--- src/design/pgfp_pkg.sv ---
`default_nettype none
package pgfp_pkg;

	localparam int QUAD_STEPS = 256;
	localparam int GAIN_FRAC_BITS = 15;
	localparam int CORDIC_ITERS = 16;
	localparam int VEC_W = 27;
	localparam int ANG_W = 20;
	localparam int ROT_W = 33;

	localparam logic signed [ANG_W-1:0] ANG_PI = 20'sd205887;
	localparam logic signed [ANG_W-1:0] ANG_HALF_PI = 20'sd102944;
	localparam logic signed [ANG_W:0] ANG_TWO_PI = 21'sd411775;
	localparam logic signed [ROT_W-1:0] CORDIC_GAIN_Q30 = 33'sd652032874;
	localparam logic [15:0] GAIN_ONE = 16'd32768;

	typedef logic signed [ANG_W-1:0] atan_tab_t [CORDIC_ITERS];
	localparam atan_tab_t ATAN_TAB = '{
		20'sd51472, 20'sd30386, 20'sd16055, 20'sd8150, 20'sd4091, 20'sd2047,
		20'sd1024, 20'sd512, 20'sd256, 20'sd128, 20'sd64, 20'sd32, 20'sd16,
		20'sd8, 20'sd4, 20'sd2
	};

	// vectoring stage payload
	typedef struct packed {
		logic signed [VEC_W-1:0] x;
		logic signed [VEC_W-1:0] y;
		logic signed [ANG_W-1:0] z;
		logic [1:0] quad;
		logic kzero;
	} vec_t;

	// rotation stage payload
	typedef struct packed {
		logic signed [ROT_W-1:0] x;
		logic signed [ROT_W-1:0] y;
		logic signed [ANG_W-1:0] z;
		logic swap;
	} rot_t;

	// round half up from q30, clamp to 0..1.0
	function automatic logic [15:0] to_gain(input logic signed [ROT_W-1:0] v);
		logic signed [ROT_W:0] sum;
		logic signed [ROT_W:0] r;
		logic [15:0] g;
		sum = {v[ROT_W-1], v} + (ROT_W+1)'(1 << (29 - GAIN_FRAC_BITS));
		r = sum >>> (30 - GAIN_FRAC_BITS);
		if (r < 0) begin
			g = '0;
		end else if (r > (ROT_W+1)'(1 << GAIN_FRAC_BITS)) begin
			g = GAIN_ONE;
		end else begin
			g = r[15:0];
		end
		return g;
	endfunction

endpackage
`default_nettype wire

--- src/design/pgfp_vec_cell.sv ---
`default_nettype none
module pgfp_vec_cell
	import pgfp_pkg::*;
#(
	parameter int ITER = 0
) (
	input  wire  clk,
	input  wire  arst_n,
	input  wire  en,
	input  wire  in_valid,
	input  vec_t in_d,
	output logic out_valid,
	output vec_t out_d
);

	vec_t nxt;

	// one vectoring step towards y = 0
	always_comb begin
		nxt = in_d;
		if (in_d.y > 0) begin
			nxt.x = in_d.x + (in_d.y >>> ITER);
			nxt.y = in_d.y - (in_d.x >>> ITER);
			nxt.z = in_d.z + ATAN_TAB[ITER];
		end else begin
			nxt.x = in_d.x - (in_d.y >>> ITER);
			nxt.y = in_d.y + (in_d.x >>> ITER);
			nxt.z = in_d.z - ATAN_TAB[ITER];
		end
	end

	always_ff @(posedge clk or negedge arst_n) begin
		if (!arst_n) begin
			out_valid <= 1'b0;
		end else if (en) begin
			out_valid <= in_valid;
		end
	end

	always_ff @(posedge clk) begin
		if (en) begin
			out_d <= nxt;
		end
	end

endmodule
`default_nettype wire

--- config.mk ---
export PLATFORM = sky130hd
export DESIGN_NAME = pgfp_vec_cell
export DESIGN_NICKNAME = d
export VERILOG_FILES = /design/src/design/pgfp_pkg.sv /design/src/design/pgfp_vec_cell.sv
export SDC_FILE = /design/constraint.sdc
export NUM_CORES = 1
export LEC_CHECK = 0
export BUFFER_PORTS_ARGS = -buffer_cell sky130_fd_sc_hd__buf_2
export CAP_MARGIN = 25
export CORE_MARGIN = 5
export CORE_UTILIZATION = 40
export DETAILED_ROUTE_END_ITERATION = 7
export GPL_ROUTABILITY_DRIVEN = 0
export PLACE_DENSITY_LB_ADDON = 0.08
export SYNTH_ARGS = -nofsm -noshare
export SYNTH_HDL_FRONTEND = slang
export SYNTH_SLANG_ARGS = --single-unit
--- constraint.sdc ---
create_clock -name clk -period 0.8 [get_ports clk]
set_input_delay 0.04 -clock clk [delete_from_list [all_inputs] [get_ports clk]]
set_output_delay 0.04 -clock clk [all_outputs]
set_load 0.02 [all_outputs]
After elaboration in Yosys (flattened, before gate mapping)
Index checks and enable logic that the tools add are counted.
{"block": "totals", "reg_bits": 78, "in_bits": 81, "wordCells": 13}
{"block": "op_classes", "add_sub_neg": 5, "order_cmp": 1, "muxes": 1}
{"operator": "$mux 74", "n": 1}
{"operator": "$sub 27x27->27", "n": 2}
{"operator": "$add 27x27->27", "n": 1}
{"operator": "$gt 27x1->1 const B", "n": 1}
{"operator": "$add 20x17->20 const B", "n": 1}
{"operator": "$sub 20x17->20 const B", "n": 1}

Longest topological paths before layout
{"block": "logic_depth", "depth_word": 2, "depth_mapped": 15, "mapped_depth_nobuf": 13}

Worst setup path before layout
OpenSTA, ideal clock, no wires.
{"block": "synth_path", "kind": "input to register", "start": "input in_d[25] (netlist name)", "end": "register out_d[22] (netlist name) (data pin)", "setup_time_ns": 0.260, "arrival_time_ns": 3.083, "path_slack_ns": -2.543, "stages": 14, "n_path_buf": 2, "cell_sequence": "nor4_1 nand4_1 o21bai_2 clkbuf_1 buf_1 ha_1 a21o_1 a21o_1 and2_1 a31oi_1 o211ai_1 a31o_1 a21oi_1 xnor2_1"}
{"element": "from (decl)", "line_no": "pgfp_vec_cell.sv:11", "text": "input vec_t in_d,"}
{"element": "to (signal assigned)", "line_no": "pgfp_vec_cell.sv:42", "text": "out_d <= nxt;"}
{"element": "to (decl)", "line_no": "pgfp_vec_cell.sv:13", "text": "output vec_t out_d"}

==> flow_summary.ini <==
[yosys]
synth_ff_type = edfxtp_1
synthTopCellsByArea = edfxtp_1 30%, ha_1 15%, xnor2_1 5.8%
yosysTopAreaCellShare_pct = 30.3
yosys.area.top_type = edfxtp_1
synth_seq_cells = 77
synth_cells = 849
syn-num-nets = 1026
ys_top_cells_by_count = 92 x ha_1, 87 x a21oi_1, 82 x inv_1
synth_edf_count = 76
yosys_warnings = 0
syn-cell-area_um2 = 7530
synth.avg_cell_area_um2 = 8.87
synth.distinct_cells = 77
synth-seq-area-share_pct = 30.6
synth.most_common_cell = ha_1
synthArstFlopShare_pct = 1.30

[global_route]
grt_max_degree = 34
antenna_found_initial = 0
grt-ovfl-total = 0
grt_pass1_vias = 8367
grtUsageTotal_pct = 25.4
grt_pass1_wl_um = 44000

[floorplanning]
initial_core_util_pct = 40.4
fp.dieH_um = 147
core_area_um2 = 18600
ios = 159
dieArea_um2 = 21700
fp-row-count = 50
die_w_um = 147

[sta]
fin_ws_ns = -1.77
tightest_slew_ns = 0.759
rsz0062_at_grt = true
clock_skew_ns = 0
maxSlewViolCount = 0
setup_viol = 145
hold_viol_final = 0
holdWs_ns = 0.0853
fin_crit_ns = 2.57
period_share_pct = 321
fmax_mhz = 389
slew_headroom_pct = 48.9

[cts]
path_clk_slew_ns = 0.06
cts.sinks = 77
root_buffer = clkbuf_16
cts_buffer_depth = 2
cts_buffers = 9
htree_levels = 3
clk_latency_ns = 0.34
cts_tree = built

[detailed_routing]
wire_per_inst_um = 18.9
via_per_inst = 5.40
routed_wl_um = 30500
drt_iter0_drc = 794
vias = 8702
drc = 0
ant_nets = 0
firstDrtPassIters = 5

[finish]
layout.nets = 1548
stdcell_area_um2 = 14000
antenna_cells = 0
layout-drive-gt1-share_pct = 56.0
final_util_pct = 75.0
syn_to_final_growth_pct = 85.7

[placed_design]
place_hpwl_um = 21500
post_dp_cell_area_um2 = 11400
portBuffers = 158
preCtsSetupSlack_ns = -2.25

[min_path]
hold_class = input port to register
min_path_cells = 3
min_to = out_d[23]
holdCritStartpoint = in_d[50]

[power_and_ir_drop]
vdd_ir_drop_max_mv = 1.12
power.density_nw_per_um2 = 1490
power_mw = 20.8
total_leakage_power_nw = 6.31

[status]
violations = negative setup slack
outcome = finished, violations left

[setup_path]
start_kind = input port
regToRegStartpoint = out_valid
r2r-end = out_valid
critPathLaunch = in_d[27]
rrSetupSlack_ns = 0.03
critical_path_class = input port to register
worstPathRequired_ns = 0.90
r2r_cells = 1
cp-end-kind = register
crit_fanout = 7
cp_data_arrival_time_ns = 2.67

[run]
cap_violations = 0
-- layout by cell type (no fill, tap or decap), drive strengths merged, types with 6 or more instances in the layout --
| cell | instances |
|---|---|
| buf | 532 |
| ha | 92 |
| inv | 89 |
| a21oi | 88 |
| edfxtp | 76 |
| o21ai | 60 |
| nor2 | 52 |
| xnor2 | 50 |
| nand2 | 42 |
| a21o | 24 |
| nor3 | 23 |
| o21bai | 15 |
| a31oi | 15 |
| clkbuf | 14 |
| nand3 | 14 |
| xor2 | 13 |
| or3 | 12 |
| nor2b | 12 |
| nor4 | 11 |
| dlygate4sd3 | 10 |
| o211ai | 9 |
| mux2i | 9 |
| o21a | 8 |
| o31ai | 8 |
| and3 | 7 |
| nand4 | 6 |
| nand2b | 6 |
| a211oi | 6 |
-- sequential cells by signal, indices dropped and copies added (netlist names) --
name       cells
out_d         76
out_valid      1
-- per-layer routing --
layer	GRT usage, %	up-vias	part of all wire, %
met5	0	-	0
met4	6.85	0	3.0
met3	2.81	71	6.8
met2	43.1	380	47
met1	34.4	4115	43
li1	-	4136	-
-- power by group --
group          internal [mW]  leakage (nW)  total (mW)  switching, mW
Combinational           5.31          5.40        10.6           5.25
Clock                   2.74         0.153        4.63           1.89
Sequential              5.31         0.754        5.59          0.283
Total                   13.4          6.31        20.8           7.42
-- stage by stage --
stage               std cells  TNS [ns]
CTS                      1580    -89.70
global placement         1527   -113.45
finish                   1610    -95.18
floorplan                 849    -77.12
detailed placement       1527   -114.18
global route             1610   -102.18
-- cells by family (layout without fill, tap and decap cells) --
logic type | after synthesis | count (layout) | share of synthesized area (%)
xor+xnor | 63 | 63 | 7.33
compound gates | 280 | 280 | 24.6
mux | 10 | 10 | 1.35
fa+ha+maj | 96 | 96 | 16.3
simple gates | 199 | 199 | 13.1
flops | 77 | 77 | 30.6
buf+inv | 124 | 651 | 6.61
-- final cells by class --
| class | instances | area [um^2] |
|---|---|---|
| clock buffer | 10 | 229 |
| clock inverter | 6 | 85.1 |
| fill | 1308 | 4650 |
| inverter | 89 | 379 |
| multi-input combinational | 648 | 6150 |
| sequential | 77 | 2310 |
| tap | 234 | 293 |
| timing repair buffer | 546 | 4550 |
-- worst max-delay path, stage by stage --
cell and delay (ns):
buf_6 0.10, nor4_4 0.34, nand4_1 0.22, buf_4 0.20
o21bai_4 0.18, buf_12 0.16, ha_4 0.20, nor2b_4 0.12
o21ai_2 0.14, a21boi_2 0.09, o21ai_2 0.18, a211oi_2 0.11
o31ai_2 0.32, nor2b_2 0.22, xnor2_1 0.07
-- what timing repair did --
item	CTS	global route
gates cloned	1	6
buffers inserted	31	32
endpoints found under the hold margin	9	0
hold buffers	10	0
endpoints found under the setup margin	145	145
pin swaps	91	107
gates resized for setup	203	180
-- how the worst max path moves through the flow --
stage / end / slack, ns / cells past startpoint
floorplan: out_d[19] / -1.82 / 15
global route: out_d[21] / -1.92 / 15
finish: out_d[19] / -1.77 / 15
global placement: out_d[21] / -2.22 / 15
CTS: out_d[21] / -1.67 / 15
detailed placement: out_d[19] / -2.25 / 15
(Power assumes the default switching activity.)
