--- config.mk ---
export PLATFORM = sky130hd
export DESIGN_NAME = pgfp_rot_cell
export DESIGN_NICKNAME = d
export VERILOG_FILES = /design/src/design/pgfp_pkg.sv /design/src/design/pgfp_rot_cell.sv
export SDC_FILE = /design/constraint.sdc
export NUM_CORES = 1
export LEC_CHECK = 0
export BUFFER_PORTS_ARGS = -buffer_cell sky130_fd_sc_hd__buf_2
export CORE_MARGIN = 2
export CORE_UTILIZATION = 31
export CTS_CLUSTER_DIAMETER = 80
export DETAILED_ROUTE_END_ITERATION = 10
export GPL_TIMING_DRIVEN = 0
export PLACE_DENSITY = 0.49
export SLEW_MARGIN = 20
export SYNTH_ARGS = -nofsm -noshare
export SYNTH_HDL_FRONTEND = slang
export SYNTH_SLANG_ARGS = --single-unit
export TNS_END_PERCENT = 30
--- constraint.sdc ---
create_clock -name clk -period 0.8 [get_ports clk]
set_input_delay 0.04 -clock clk [delete_from_list [all_inputs] [get_ports clk]]
set_output_delay 0.04 -clock clk [all_outputs]
set_load 0.01 [all_outputs]
--- src/design/pgfp_pkg.sv ---
`default_nettype none
package pgfp_pkg;

	localparam int QUAD_STEPS = 256;
	localparam int GAIN_FRAC_BITS = 15;
	localparam int CORDIC_ITERS = 16;
	localparam int VEC_W = 27;
	localparam int ANG_W = 20;
	localparam int ROT_W = 33;

	localparam logic signed [ANG_W-1:0] ANG_PI = 20'sd205887;
	localparam logic signed [ANG_W-1:0] ANG_HALF_PI = 20'sd102944;
	localparam logic signed [ANG_W:0] ANG_TWO_PI = 21'sd411775;
	localparam logic signed [ROT_W-1:0] CORDIC_GAIN_Q30 = 33'sd652032874;
	localparam logic [15:0] GAIN_ONE = 16'd32768;

	typedef logic signed [ANG_W-1:0] atan_tab_t [CORDIC_ITERS];
	localparam atan_tab_t ATAN_TAB = '{
		20'sd51472, 20'sd30386, 20'sd16055, 20'sd8150, 20'sd4091, 20'sd2047,
		20'sd1024, 20'sd512, 20'sd256, 20'sd128, 20'sd64, 20'sd32, 20'sd16,
		20'sd8, 20'sd4, 20'sd2
	};

	// vectoring stage payload
	typedef struct packed {
		logic signed [VEC_W-1:0] x;
		logic signed [VEC_W-1:0] y;
		logic signed [ANG_W-1:0] z;
		logic [1:0] quad;
		logic kzero;
	} vec_t;

	// rotation stage payload
	typedef struct packed {
		logic signed [ROT_W-1:0] x;
		logic signed [ROT_W-1:0] y;
		logic signed [ANG_W-1:0] z;
		logic swap;
	} rot_t;

	// round half up from q30, clamp to 0..1.0
	function automatic logic [15:0] to_gain(input logic signed [ROT_W-1:0] v);
		logic signed [ROT_W:0] sum;
		logic signed [ROT_W:0] r;
		logic [15:0] g;
		sum = {v[ROT_W-1], v} + (ROT_W+1)'(1 << (29 - GAIN_FRAC_BITS));
		r = sum >>> (30 - GAIN_FRAC_BITS);
		if (r < 0) begin
			g = '0;
		end else if (r > (ROT_W+1)'(1 << GAIN_FRAC_BITS)) begin
			g = GAIN_ONE;
		end else begin
			g = r[15:0];
		end
		return g;
	endfunction

endpackage
`default_nettype wire

--- src/design/pgfp_rot_cell.sv ---
`default_nettype none
module pgfp_rot_cell
	import pgfp_pkg::*;
#(
	parameter int ITER = 0
) (
	input  wire  clk,
	input  wire  arst_n,
	input  wire  en,
	input  wire  in_valid,
	input  rot_t in_d,
	output logic out_valid,
	output rot_t out_d
);

	rot_t nxt;

	// one rotation step towards z = 0
	always_comb begin
		nxt = in_d;
		if (in_d.z >= 0) begin
			nxt.x = in_d.x - (in_d.y >>> ITER);
			nxt.y = in_d.y + (in_d.x >>> ITER);
			nxt.z = in_d.z - ATAN_TAB[ITER];
		end else begin
			nxt.x = in_d.x + (in_d.y >>> ITER);
			nxt.y = in_d.y - (in_d.x >>> ITER);
			nxt.z = in_d.z + ATAN_TAB[ITER];
		end
	end

	always_ff @(posedge clk or negedge arst_n) begin
		if (!arst_n) begin
			out_valid <= 1'b0;
		end else if (en) begin
			out_valid <= in_valid;
		end
	end

	always_ff @(posedge clk) begin
		if (en) begin
			out_d <= nxt;
		end
	end

endmodule
`default_nettype wire

Yosys cells after proc, flatten, opt, wreduce, memory -nomap -nowiden
Cells that the tools add are included.
- mux-type cells: 1
- add/subtract/negate cells: 5
- order comparisons: 1
- operators with widths (operator ; count):
    $mux W86 ; 1
    $sub A33 B33 Y33 ; 2
    $add A33 B33 Y33 ; 1
    $add A20 B17 Y20 const B ; 1
    $ge A20 B1 Y1 const B ; 1
    $sub A20 B17 Y20 const B ; 1
- register bits: 88
- output and inout port bits: 88
- bits of input ports: 91
- word-level logic and storage cells: 12

Longest topological paths before layout
- depth after elaboration: 2
- depth in mapped cells: 18
- mapped depth without buffers: 16

Worst setup path before layout
No wires, ideal clock.
- path type: input port to flip-flop
- start: in in_d[1] in the netlist's numbering
- end: reg out_d[14] in the netlist's numbering (data pin)
- setup time: 0.258 ns
- arrival time: 2.983 ns
- required time: 0.542 ns
- path slack: -2.441 ns
- cell stages on the path: 15
- buffers on the path: 2
- cell sequence: or3_1 > nor3_1 > nand2b_1 > clkbuf_1 > clkbuf_1 > ha_1 > a21o_1 > a21oi_1 > o21bai_1 > a21oi_1 > o21bai_1 > a21oi_1 > o21bai_1 > a21oi_1 > xnor2_1
- RTL lines (item ; RTL line ; RTL):
    start: declaration ; pgfp_rot_cell.sv:11 ; input rot_t in_d,
    end signal: assignment ; pgfp_rot_cell.sv:42 ; out_d <= nxt;
    end: declaration ; pgfp_rot_cell.sv:13 ; output rot_t out_d

==> parameters.txt <==
Parameter                              Value

Clocking
  Insertion delay of the later-clocked pin in the worst-skew pair ... 360 ps
  # clock sinks ... 87
  Number of buffers inserted by hold repair at cts ... 10
  Clock tree from TritonCTS ... done
  Clock-pin slew of the registers on the worst-case setup and hold paths ... around 70 ps
  Root Buffer ... sky130_fd_sc_hd__clkbuf_16
  Total CTS buffers ... 9
  Clk buf depth ... 2
  Clock H-tree levels ... 3

Detailed routing
  Initial detailed-routing violation count ... between 600 and 700
  Total iterations of the first detailed-routing run ... 5
  Post-detailed-route count of antenna-violating nets ... 0
  Detailed-route vias per instance ... 5.28
  Final routed DRC violation total ... 0
  Overall routed net length ... 34800 um
  Vias after detailed routing ... 9285
  Wire length per cell after detailed routing ... just under 20 um

Global route
  Number of antenna violations at the first check in global routing ... 0
  Total routing usage reported by global routing ... approximately 22%
  Final global-route overflow total ... 0
  Global Route met3 Usage ... 2.84%
  Global-route wire length before repair ... 53200 um
  Via count of the first global-routing pass ... 9252
  GR peak layer ... met2
  Largest net degree at the start of global routing ... 78
  Grt met2 use ... a little under two fifths
  Met1 Use GR ... 30.7%

Placed design
  Instance area after placement ... 0.0107 sq mm
  Final estimated routing congestion in global placement ... slightly above 0.9
  Cell total after placement ... around 1.6k
  Number of buffer cells added on primary ports ... 178
  Post-DP HPWL ... between 20000 and 30000 um
  Pre-CTS setup slack ... -2600 ps

Yosys
  Proportion of synthesized flip-flops having asynchronous set or reset ... 1.15%
  Number of unique standard cell types used by synthesis ... 74
  Number of synthesized flops with an enable pin ... 86
  Synthesis warning total ... 0
  Synth top area cells ... sky130_fd_sc_hd__edfxtp_1 29%, sky130_fd_sc_hd__ha_1 16%, sky130_fd_sc_hd__a21oi_1 6.6%, sky130_fd_sc_hd__xnor2_1 6.3%, sky130_fd_sc_hd__inv_1 4.7%
  Sequential area share after synthesis ... 29.4%
  Seq cells post-synth ... 87
  Mean cell area of the mapped netlist ... approximately 8.6 sq um
  Main flop type after synthesis ... sky130_fd_sc_hd__edfxtp_1
  Post-Syn Area ... 0.00887 sq mm
  Syn Inst Count ... 1033
  Syn Nets ... approximately 1.2k
  Post-synth top area cell ... sky130_fd_sc_hd__edfxtp_1
  Area share of the largest cell type after synthesis ... 29.1%

Timing
  Final WS setup ... -1930 ps
  Setup TNS ... -118860 ps
  Worst clock skew ... 0 ps
  Min Clock Period, post-route ... 2730 ps
  Max_slew headroom ... 44.1%
  Actual slew at the worst max-slew pin ... 835 ps
  Tcrit/Tclk final ... 341%
  Setup violations, final ... 167
  Highest clock rate ... 366 MHz
  Hold violation total from the final report ... 8
  Final max-slew violation count ... 0
  Setup repair after global routing missed its margin ... true
  Worst hold slack ... -28.1 ps

Cells and area
  Layout overhead on the synthesized area ... 61.4%
  FF/Latch Area ... about 0.0026 sq mm
  Number of nets at the end of the flow ... 1583
  Design area ... 0.0143 sq mm
  Non-filler instance count after layout ... 1760
  Filler Cells Inserted ... 2584
  Multi-input combinational cell area ... ~0.0074 sq mm
  Count of antenna diodes in the layout ... 0
  Share of final-layout standard cells stronger than drive strength 1 ... a little under half

Worst setup path
  Kind of end point of the critical path ... flip-flop
  Destination of the worst register-to-register timing path ... out_valid
  Crit Path Max Fanout ... 6
  Worst Setup SP ... in_d[9]
  Critical Path Start Type ... input pin
  Minimum setup slack among reg-to-reg paths ... approximately 60 ps
  Worst reg-to-reg path cell count ... 1
  Arrival time at the worst endpoint ... 2830 ps
  Crit path required time ... 900 ps
  Path type of the worst setup path ... in2reg
  R2R Path Start ... out_valid

Pwr
  Pwr per Cell Area ... 1460 mW/mm^2
  Highest ir drop seen on vdd ... around 1.1 mV
  Leakage dissipation ... 6.05 nW

Floorplanning
  Die width ... 173 um
  Core Box Area ... around 0.028 sq mm
  Die span in y ... 173 um
  Total number of placement rows ... 61
  Die Outline Area ... 0.0300 sq mm
  Initial Util ... about a third
  Number of I/O pins ... 179

Worst hold path
  Hold/Removal Path Class ... in2reg
  Beginning of the worst hold path ... en
  Worst min-delay path endpoint ... out_d[70]
  Hold Path Cell Cnt ... 1

Status
  Result of the run ... complete, but fails checks
  Violated checks ... negative hold slack, negative setup slack

Job
  MaxCap Viol Count ... 0
[final cells by class]
cell class	instances	area share [%]
clock buffer	10	1.67
inverter	113	3.38
tap	378	3.30
multi-input combinational	791	51.5
timing repair buffer	336	18.2
sequential	87	18.2
clock inverter	6	0.358
buffer	39	3.41
[stage by stage]
stage / utilization, % / hold WS (ps) / power, mW
6_report: 51.1 / -28.1 / 20.9
5_1_grt: 51.1 / -24.2 / 21.9
4_1_cts: 49.0 / -30.0 / 20.2
3_5_place_dp: 38.2 / -185 / 13.6
3_3_place_gp: 38.1 / -186 / 13.6
2_1_floorplan: - / -256 / 10.9
[critical path: stages]
cell and delay, ps:
sky130_fd_sc_hd__buf_8 100, sky130_fd_sc_hd__nor4_4 270, sky130_fd_sc_hd__nand4_1 200, sky130_fd_sc_hd__nor3_2 150, sky130_fd_sc_hd__nand2b_4 190, sky130_fd_sc_hd__buf_4 120
sky130_fd_sc_hd__buf_6 90, sky130_fd_sc_hd__clkbuf_16 140, sky130_fd_sc_hd__buf_4 110, sky130_fd_sc_hd__ha_4 200, sky130_fd_sc_hd__a21oi_2 150, sky130_fd_sc_hd__o21bai_1 90
sky130_fd_sc_hd__a21o_1 200, sky130_fd_sc_hd__buf_4 140, sky130_fd_sc_hd__buf_6 110, sky130_fd_sc_hd__a21oi_4 120, sky130_fd_sc_hd__o21bai_1 110, sky130_fd_sc_hd__a21oi_1 190
sky130_fd_sc_hd__xnor2_1 90
[timing repair]
action	4_1_cts	5_1_grt
cloned	3	0
pin swaps	163	75
setup buffers	114	33
gates resized for setup	406	84
endpoints found under the hold margin	10	8
endpoints found under the setup margin	167	169
[sequential cells by signal, summed over array words and instances (netlist names)]
name       cells
out_valid      1
out_d         86
[layer usage]
| metal | part of all wire (%) | up-vias |
|---|---|---|
| li1 | - | 4407 |
| met1 | 44 | 4487 |
| met2 | 47 | 342 |
| met3 | 6.0 | 49 |
| met4 | 2.4 | 0 |
| met5 | 0 | - |
[cells by family (layout without fill, tap and decap cells)]
kind of cell	after synthesis	after routing	share of synthesized area, %
XOR/XNOR	76	76	7.50
buffers and inverters	155	504	6.81
AND/OR/NAND/NOR	237	237	12.8
multiplexers	10	10	1.14
AO/OA/AOI/OAI	353	353	25.8
adder cells (fa/ha/maj)	115	115	16.6
flip-flops	87	87	29.4
[cell usage in the layout, fill, tap and decap left out, types with 15 or more instances in the layout]
cell type and count:
sky130_fd_sc_hd__buf_2 155, sky130_fd_sc_hd__buf_4 113, sky130_fd_sc_hd__inv_1 86, sky130_fd_sc_hd__edfxtp_1 86, sky130_fd_sc_hd__a21oi_1 76, sky130_fd_sc_hd__ha_1 73
sky130_fd_sc_hd__nor2_1 66, sky130_fd_sc_hd__xnor2_1 52, sky130_fd_sc_hd__nand2_1 43, sky130_fd_sc_hd__buf_6 39, sky130_fd_sc_hd__a21oi_2 36, sky130_fd_sc_hd__a21o_1 34
sky130_fd_sc_hd__ha_4 33, sky130_fd_sc_hd__o21bai_1 27, sky130_fd_sc_hd__o21ai_0 23, sky130_fd_sc_hd__o21ai_1 22, sky130_fd_sc_hd__buf_12 19, sky130_fd_sc_hd__clkbuf_16 17
sky130_fd_sc_hd__nand4_1 16, sky130_fd_sc_hd__nor3_1 15
[Yosys cell counts, drive strengths merged (9+ instances only)]
cell / count
o21bai: 29
nor2b: 17
o211ai: 10
edfxtp: 86
a21oi: 118
mux2i: 9
xnor2: 64
a21o: 35
nor3: 22
xor2: 12
ha: 111
nand4: 16
nand3: 11
o31ai: 9
inv: 111
o21ai: 66
nor2: 83
nand2: 47
a31oi: 17
clkbuf: 26
nand2b: 11
a211oi: 11
nor4: 9
buf: 16
[how the worst max path moves through the flow]
stage	endpoint	slack, ps	depth (start not counted)
3_5_place_dp	out_d[14]	-2600	18
4_1_cts	out_d[19]	-1790	18
3_3_place_gp	out_d[14]	-2570	18
6_report	out_d[13]	-1930	19
2_1_floorplan	out_d[19]	-1910	17
5_1_grt	out_d[19]	-2030	18
[where the power goes]
part / leakage [nW] / internal, mW / total [mW] / switching (mW)
Sequential: 0.854 / 6.00 / 6.18 / 0.179
Clock: 0.133 / 2.23 / 4.28 / 2.05
Combinational: 5.06 / 4.77 / 10.4 / 5.66
Total: 6.05 / 13.0 / 20.9 / 7.88
(Power assumes the default switching activity.)
